<file path="src/rtl/shvsd_pkg.sv">
// shvsd_pkg: types, stitch kind codes and escape bytes shared by the stitch decoder
// no dependencies; imported by every module of the decoder
`default_nettype none

package shvsd_pkg;

  // stitch kind codes on the result channel
  localparam logic [2:0] KIND_NORMAL = 3'd0;
  localparam logic [2:0] KIND_JUMP   = 3'd1;
  localparam logic [2:0] KIND_STOP   = 3'd2;
  localparam logic [2:0] KIND_TRIM   = 3'd3;
  localparam logic [2:0] KIND_END    = 3'd4;

  // escape pair bytes
  localparam logic [7:0] ESC_LEAD  = 8'h80;
  localparam logic [7:0] ESC_WIDE  = 8'h01;
  localparam logic [7:0] ESC_CLEAR = 8'h02;
  localparam logic [7:0] ESC_SKIP  = 8'h03;

  // decoded entry queue between decoder and output register
  localparam int unsigned QUEUE_DEPTH = 4;
  localparam int unsigned QUEUE_AW    = $clog2(QUEUE_DEPTH);
  localparam int unsigned QUEUE_CW    = $clog2(QUEUE_DEPTH + 1);

  typedef struct packed {
    logic [7:0] stream_byte;
    logic       end_of_stream;
  } in_item_t;

  typedef struct packed {
    logic signed [15:0] move_x;
    logic signed [15:0] move_y;
    logic [2:0]         stitch_kind;
    logic               last_result;
  } out_item_t;

  // one decoded input item: an optional move and an optional end stitch after it
  typedef struct packed {
    logic      has_move;
    logic      eos;
    out_item_t move;
  } dec_entry_t;

  typedef enum logic [2:0] {
    PH_X   = 3'd0,
    PH_Y   = 3'd1,
    PH_WXH = 3'd2,
    PH_WXL = 3'd3,
    PH_WYH = 3'd4,
    PH_WYL = 3'd5
  } phase_t;

endpackage

`default_nettype wire

</file>
<file path="src/rtl/shvsd_decode.sv">
// shvsd_decode: byte phase machine that pairs bytes, handles escapes and wide moves
// depends on shvsd_pkg
`default_nettype none

module shvsd_decode (
  input  wire logic                 clk,
  input  wire logic                 rst_n,
  input  wire logic                 step,
  input  wire shvsd_pkg::in_item_t  item,
  output logic                      push,
  output shvsd_pkg::dec_entry_t     entry
);
  import shvsd_pkg::*;

  phase_t      phase_r, phase_nxt;
  logic [7:0]  held_r, held_nxt;
  logic [15:0] wide_x_r, wide_x_nxt;
  logic [7:0]  wide_yh_r, wide_yh_nxt;
  logic        pair_seen_r, pair_seen_nxt;
  logic        jump_r, jump_nxt;

  logic [7:0] b;
  logic       is_esc;

  assign b      = item.stream_byte;
  assign is_esc = (held_r == ESC_LEAD) &&
                  (b == ESC_WIDE || b == ESC_CLEAR || b == ESC_SKIP);

  // next state
  always_comb begin
    phase_nxt     = phase_r;
    held_nxt      = held_r;
    wide_x_nxt    = wide_x_r;
    wide_yh_nxt   = wide_yh_r;
    pair_seen_nxt = pair_seen_r;
    jump_nxt      = jump_r;
    case (phase_r)
      PH_X: begin
        held_nxt  = b;
        phase_nxt = PH_Y;
      end
      PH_Y: begin
        pair_seen_nxt = 1'b1;
        phase_nxt     = PH_X;
        if (held_r == ESC_LEAD && b == ESC_CLEAR) begin
          jump_nxt = 1'b0;
        end else if (held_r == ESC_LEAD && b == ESC_WIDE) begin
          phase_nxt = PH_WXH;
        end
      end
      PH_WXH: begin
        wide_x_nxt = {b, 8'h00};
        phase_nxt  = PH_WXL;
      end
      PH_WXL: begin
        wide_x_nxt = {wide_x_r[15:8], b};
        phase_nxt  = PH_WYH;
      end
      PH_WYH: begin
        wide_yh_nxt = b;
        phase_nxt   = PH_WYL;
      end
      PH_WYL: begin
        jump_nxt  = 1'b1;
        phase_nxt = PH_X;
      end
      default: begin
        phase_nxt = PH_X;
      end
    endcase
    // end of stream puts everything back to the reset state
    if (item.end_of_stream) begin
      phase_nxt     = PH_X;
      held_nxt      = '0;
      wide_x_nxt    = '0;
      wide_yh_nxt   = '0;
      pair_seen_nxt = 1'b0;
      jump_nxt      = 1'b0;
    end
  end

  // outputs
  always_comb begin
    entry                  = '0;
    entry.eos              = item.end_of_stream;
    entry.move.last_result = 1'b0;
    case (phase_r)
      PH_Y: begin
        if (!is_esc) begin
          entry.has_move    = 1'b1;
          entry.move.move_x = $signed({{8{held_r[7]}}, held_r});
          entry.move.move_y = $signed({{8{b[7]}}, b});
          if (held_r == 8'h00 && b == 8'h00 && pair_seen_r) begin
            entry.move.stitch_kind = KIND_STOP;
          end else if (jump_r) begin
            entry.move.stitch_kind = KIND_JUMP;
          end else begin
            entry.move.stitch_kind = KIND_NORMAL;
          end
        end
      end
      PH_WYL: begin
        entry.has_move         = 1'b1;
        entry.move.move_x      = $signed(wide_x_r);
        entry.move.move_y      = $signed({wide_yh_r, b});
        entry.move.stitch_kind = KIND_TRIM;
      end
      default: begin
        entry.has_move = 1'b0;
      end
    endcase
  end

  assign push = step && (entry.has_move || entry.eos);

  always_ff @(posedge clk) begin
    if (!rst_n) begin
      phase_r     <= PH_X;
      held_r      <= '0;
      wide_x_r    <= '0;
      wide_yh_r   <= '0;
      pair_seen_r <= 1'b0;
      jump_r      <= 1'b0;
    end else if (step) begin
      phase_r     <= phase_nxt;
      held_r      <= held_nxt;
      wide_x_r    <= wide_x_nxt;
      wide_yh_r   <= wide_yh_nxt;
      pair_seen_r <= pair_seen_nxt;
      jump_r      <= jump_nxt;
    end
  end

endmodule

`default_nettype wire

</file>
<file path="src/rtl/shvsd_out_queue.sv">
// shvsd_out_queue: queue of decoded entries and the result register that unpacks them
// depends on shvsd_pkg
`default_nettype none

module shvsd_out_queue (
  input  wire logic                  clk,
  input  wire logic                  rst_n,
  input  wire logic                  push,
  input  wire shvsd_pkg::dec_entry_t entry,
  output logic                       full,
  output logic                       out_valid,
  input  wire logic                  out_ready,
  output shvsd_pkg::out_item_t       out_data
);
  import shvsd_pkg::*;

  dec_entry_t mem_r [QUEUE_DEPTH];
  logic [QUEUE_AW-1:0] wr_ptr_r, rd_ptr_r;
  logic [QUEUE_CW-1:0] count_r;
  logic                part_r;   // head entry move already sent, end stitch pending
  logic                out_valid_r;
  out_item_t           out_data_r;

  dec_entry_t head;
  logic       load, pop, send_move;
  out_item_t  end_item;

  assign head      = mem_r[rd_ptr_r];
  assign full      = (count_r == QUEUE_CW'(QUEUE_DEPTH));
  assign load      = (count_r != '0) && (!out_valid_r || out_ready);
  assign send_move = head.has_move && !part_r;
  assign pop       = load && !(send_move && head.eos);

  always_comb begin
    end_item             = '0;
    end_item.stitch_kind = KIND_END;
    end_item.last_result = 1'b1;
  end

  always_ff @(posedge clk) begin
    if (push) begin
      mem_r[wr_ptr_r] <= entry;
    end
  end

  always_ff @(posedge clk) begin
    if (!rst_n) begin
      wr_ptr_r    <= '0;
      rd_ptr_r    <= '0;
      count_r     <= '0;
      part_r      <= 1'b0;
      out_valid_r <= 1'b0;
    end else begin
      if (push) begin
        wr_ptr_r <= wr_ptr_r + 1'b1;
      end
      if (pop) begin
        rd_ptr_r <= rd_ptr_r + 1'b1;
      end
      count_r <= count_r + QUEUE_CW'(push) - QUEUE_CW'(pop);
      if (load) begin
        part_r      <= send_move && head.eos;
        out_valid_r <= 1'b1;
      end else if (out_ready) begin
        out_valid_r <= 1'b0;
      end
    end
  end

  always_ff @(posedge clk) begin
    if (load) begin
      out_data_r <= send_move ? head.move : end_item;
    end
  end

  assign out_valid = out_valid_r;
  assign out_data  = out_data_r;

endmodule

`default_nettype wire

</file>
<file path="src/rtl/shv_stitch_stream_decoder_top.sv">
// shv_stitch_stream_decoder_top: stitch-section byte stream to relative stitch moves
// depends on shvsd_pkg, shvsd_decode, shvsd_out_queue
//
//   channel | ports                          | direction | payload
//   --------+--------------------------------+-----------+---------------------------------
//   in      | in_valid, in_ready, in_data    | input     | stream_byte, end_of_stream
//   out     | out_valid, out_ready, out_data | output    | move_x, move_y, stitch_kind,
//           |                                |           | last_result
//
// one byte is accepted per cycle while the queue is not full; each byte is decoded from
// its input register once the queue has room and reaches out_data via the result register
// a byte that gives a move and also ends the stream yields two results from the single
// result register; the four-entry queue absorbs that without stopping input
// reset (rst_n low at a clock edge) clears the phase machine, jump mode and the queue
// out_ready low backs up the queue; in_ready drops only once the queue is full
`default_nettype none

module shv_stitch_stream_decoder_top (
  input  wire logic                 clk,
  input  wire logic                 rst_n,
  input  wire logic                 in_valid,
  output logic                      in_ready,
  input  wire shvsd_pkg::in_item_t  in_data,
  output logic                      out_valid,
  input  wire logic                 out_ready,
  output shvsd_pkg::out_item_t      out_data
);
  import shvsd_pkg::*;

  // input register
  logic     in_v_r;
  in_item_t in_r;

  logic       step;       // registered byte goes through the decoder this cycle
  logic       q_full;
  logic       push;
  dec_entry_t entry;

  assign step     = in_v_r && !q_full;
  assign in_ready = !in_v_r || !q_full;

  always_ff @(posedge clk) begin
    if (!rst_n) begin
      in_v_r <= 1'b0;
    end else if (in_ready) begin
      in_v_r <= in_valid;
    end
  end

  always_ff @(posedge clk) begin
    if (in_ready && in_valid) begin
      in_r <= in_data;
    end
  end

  // byte phase machine
  shvsd_decode u_decode (
    .clk   (clk),
    .rst_n (rst_n),
    .step  (step),
    .item  (in_r),
    .push  (push),
    .entry (entry)
  );

  // queue and result register
  shvsd_out_queue u_out_queue (
    .clk       (clk),
    .rst_n     (rst_n),
    .push      (push),
    .entry     (entry),
    .full      (q_full),
    .out_valid (out_valid),
    .out_ready (out_ready),
    .out_data  (out_data)
  );

  // the end stitch always closes the stream
  assert property (@(posedge clk) disable iff (!rst_n)
    out_valid && out_data.stitch_kind == KIND_END |-> out_data.last_result)
    else $error("end stitch without last_result");

  // closing stitch carries no move
  assert property (@(posedge clk) disable iff (!rst_n)
    out_valid && out_data.last_result |->
      out_data.move_x == 16'sd0 && out_data.move_y == 16'sd0 &&
      out_data.stitch_kind == KIND_END)
    else $error("last_result on a result other than the end stitch");

  // a byte waiting on a full queue stays in the input register
  assert property (@(posedge clk) disable iff (!rst_n)
    in_v_r && !step |=> in_v_r && $stable(in_r))
    else $error("stalled input byte lost");

  // an end-of-stream byte always leaves a queue entry
  assert property (@(posedge clk) disable iff (!rst_n)
    step && in_r.end_of_stream |-> push)
    else $error("end of stream byte gave no entry");

endmodule

`default_nettype wire

</file>
<file path="config.mk">
export PLATFORM = sky130hd
export DESIGN_NAME = shv_stitch_stream_decoder_top
export DESIGN_NICKNAME = d
export VERILOG_FILES = /design/src/rtl/shvsd_pkg.sv /design/src/rtl/shvsd_decode.sv /design/src/rtl/shvsd_out_queue.sv /design/src/rtl/shv_stitch_stream_decoder_top.sv
export SDC_FILE = /design/constraint.sdc
export NUM_CORES = 1
export LEC_CHECK = 0
export ABC_AREA = 1
export ABC_CLOCK_PERIOD_IN_PS = 4100
export BUFFER_PORTS_ARGS = -buffer_cell sky130_fd_sc_hd__buf_2
export CAP_MARGIN = 20
export CORE_ASPECT_RATIO = 0.9
export CORE_UTILIZATION = 30
export CTS_CLUSTER_SIZE = 10
export DETAILED_ROUTE_END_ITERATION = 16
export PLACE_DENSITY = 0.54
export SETUP_SLACK_MARGIN = 0.2
export SYNTH_ARGS = -nofsm -noshare
export SYNTH_HDL_FRONTEND = slang
export SYNTH_HIERARCHICAL = 1
export SYNTH_SLANG_ARGS = --single-unit
</file>
<file path="constraint.sdc">
create_clock -name clk -period 4.1 [get_ports clk]
set_clock_uncertainty 0.1 [all_clocks]
set_input_delay 1.025 -clock clk [delete_from_list [all_inputs] [get_ports clk]]
set_output_delay 1.025 -clock clk [all_outputs]
set_load 0.05 [all_outputs]
</file>
==> out/metrics.yaml <==
status:
  status: "finished with violations"
  failed_checks: "DRC"
die:
  die_w_um: 193
  die-height_um: 174
  dieArea_mm2: 0.0336
  rows: 62
  start_util: 0.307
  ioPinCount: 51
  core_mm2: 0.0321
yosys:
  synth_edf_count: 197
  ys_ff_latch: 246
  synth-seq-area-share: 0.699
  postSynthAreaPerCell_um2: 11.2
  synth_flop_cell: "edfxtp_1"
  ys_types: 34
  netlist_instances: 877
  async_flop_share: 0
  syn_area_mm2: 0.00986
  yosys_warnings: 6
route:
  route.vias.total: 6148
  drc: 6
  post_drt_wl_per_cell_um: 15.2
  via_per_inst: 4.50
  first_iter_violations: 354
  wirelength_um: 20800
  ant_nets: 0
  dr.pass1.iters: 11
layout:
  nNetsFinal: 949
  fin_cells: 1366
  post-route-util: 0.352
  area_growth_pct: 14.6
  layout-drive-gt1-share: 0.136
  final_area_mm2: 0.0113
  antenna_cells: 0
  fillCellCount: 3203
placed_design:
  numPortBuffers: 50
  gp_congestion: 0.804
  dp_cells: 1314
  place_area_mm2: 0.0105
  dpl.hpwl_um: 12300
clock_network:
  root_buffer: "clkbuf_16"
  post_cts_buffers: 0
  clock-sinks: 246
  clk_latency_ns: 0.54
  tritoncts: "built"
  hold_buffers: 0
  cts-resized-gates: 0
  h-tree-depth: 1
  clkTransAtPathRegs_ns: 0.05
  cts_buffers: 29
  clock_path_buffers: 3
global_routing:
  grt_start_max_net_pins: 65
  grt_overflow: 0
  grt_antenna_before_repair: 0
  grt_pass1_vias: 6101
  grt_usage: 0.126
  grt_pass1_wl_um: 32900
power_and_ir_drop:
  ir_drop_v: 0.000305
  clkPwrFrac: 0.296
  swShare: 0.353
  p_total_mw: 7.61
  power.switching_mw: 2.69
  power.leakage_nw: 4.13
  seqPwrFrac: 0.424
  internal_power_mw: 4.92
  p_per_area_mw_per_mm2: 673
  comb_power_share: 0.281
timing:
  worstMarginPinSlew_ns: 0.930
  tns_ns: 0
  fin_crit_sh: 0.686
  slew_headroom: 0.380
  finalSetupViolCount: 0
  drv_slew: 0
  finalHoldViolCount: 0
  max_freq_mhz: 356
  min_period_ns: 2.81
  rsz0062_at_grt: "no"
worst_setup_path:
  cp-end-kind: "register"
  critPathKind: "reg2reg"
  startpoint_type: "register"
  crit_fanout: 38
  required_ns: 4.17
  arrival_ns: 2.88
run:
  cap_violations: 0
min_path:
  hp-class: "reg2reg"
## stage by stage
stage	worst slack [ns]	hold WS, ns
after floorplan	0.832	0.337
after global placement	1.20	0.353
after detailed placement	1.15	0.356
after CTS	1.25	0.362
after global routing	1.02	0.385
final	1.29	0.364
## critical path: stages, from the launching register on
cell	delay, ns
dfxtp_1	0.33
inv_1	0.08
nand2_1	0.10
nor2_1	0.08
nor2_1	0.41
inv_1	0.25
o21ai_2	0.38
nand2_1	0.09
inv_1	0.06
buf_4	0.53
## path summary, 6_finish.rpt
check / from / to / slack [ns] / depth (start not counted)
setup / recovery: u_out_queue/count_r[1]$_SDFF_PN0_ / u_out_queue/mem_r[3][0]$_DFFE_PP_ / 1.29 / 9
hold / removal: u_decode/wide_yh_r[6]$_SDFFE_PN0P_ / u_decode/wide_yh_r[6]$_SDFFE_PN0P_ / 0.36 / 2
setup reg to reg: u_out_queue/count_r[1]$_SDFF_PN0_ / u_out_queue/mem_r[3][0]$_DFFE_PP_ / 1.29 / 9
hold reg to reg: u_decode/wide_yh_r[6]$_SDFFE_PN0P_ / u_decode/wide_yh_r[6]$_SDFFE_PN0P_ / 0.36 / 2
## cell usage after synthesis, types with 8 or more instances
cell type | count | area, µm²
buf_4 | 10 | 75.1
a21oi_2 | 8 | 70.1
nand2_1 | 127 | 477
inv_2 | 9 | 33.8
nor2_1 | 189 | 709
a21oi_1 | 61 | 305
o21ai_0 | 81 | 405
dfxtp_1 | 49 | 981
edfxtp_1 | 197 | 5920
inv_1 | 51 | 191
nand3_1 | 20 | 100
clkbuf_1 | 13 | 48.8
## state kept, by name, summed over array words and instances, names as in the netlist, 2 cells and up, named ones only
| signal | count |
|---|---|
| in_r | 9 |
| u_out_queue/mem_r | 152 |
| u_out_queue/count_r | 3 |
| u_decode/wide_yh_r | 8 |
| u_decode/wide_x_r | 16 |
| u_out_queue/rd_ptr_r | 2 |
| u_out_queue/wr_ptr_r | 2 |
| u_decode/held_r | 8 |
| u_out_queue/out_data | 36 |
| u_decode/phase_r | 3 |
## layout by cell type (no fill, tap or decap), types with 29 or more instances in the layout
master     instances
a21oi_1           61
buf_2             50
clkbuf_16         29
dfxtp_1           48
edfxtp_1         197
inv_1             51
nand2_1          127
nor2_1           189
o21ai_0           81
## power groups by stage
stage / combinational (mW) / sequential [mW] / clock (mW)
after global placement: 2.15 / 3.28 / 0
after floorplan: 1.04 / 3.92 / 0
final: 2.13 / 3.22 / 2.25
after CTS: 2.19 / 3.23 / 2.31
after global routing: 2.37 / 3.26 / 2.41
after detailed placement: 2.17 / 3.27 / 0
## cell families (layout without fill, tap and decap cells)
logic type	after synthesis	count (layout)	synth area share
compound gates	171	171	0.0995
other cells	1	2	0.000380
flops	246	246	0.699
xor+xnor	1	1	0.000888
fa+ha+maj	7	7	0.00964
buf+inv	99	171	0.0469
simple gates	352	352	0.143
## metal layers
layer	global-route usage	wire length (µm)
met5	0	0
met4	0.0540	847
met3	0.0216	929
met2	0.199	9320
met1	0.171	9680
## layout make-up
type                       instances  area (µm²)  area share
sequential                       246        6900       0.611
tap                              416         520      0.0461
timing repair buffer              59         318      0.0281
multi-input combinational        533        2500       0.222
inverter                          60         225      0.0199
clock buffer                      50         815      0.0721
clock inverter                     2        17.5     0.00155
Power figures use the tool's default switching activity.
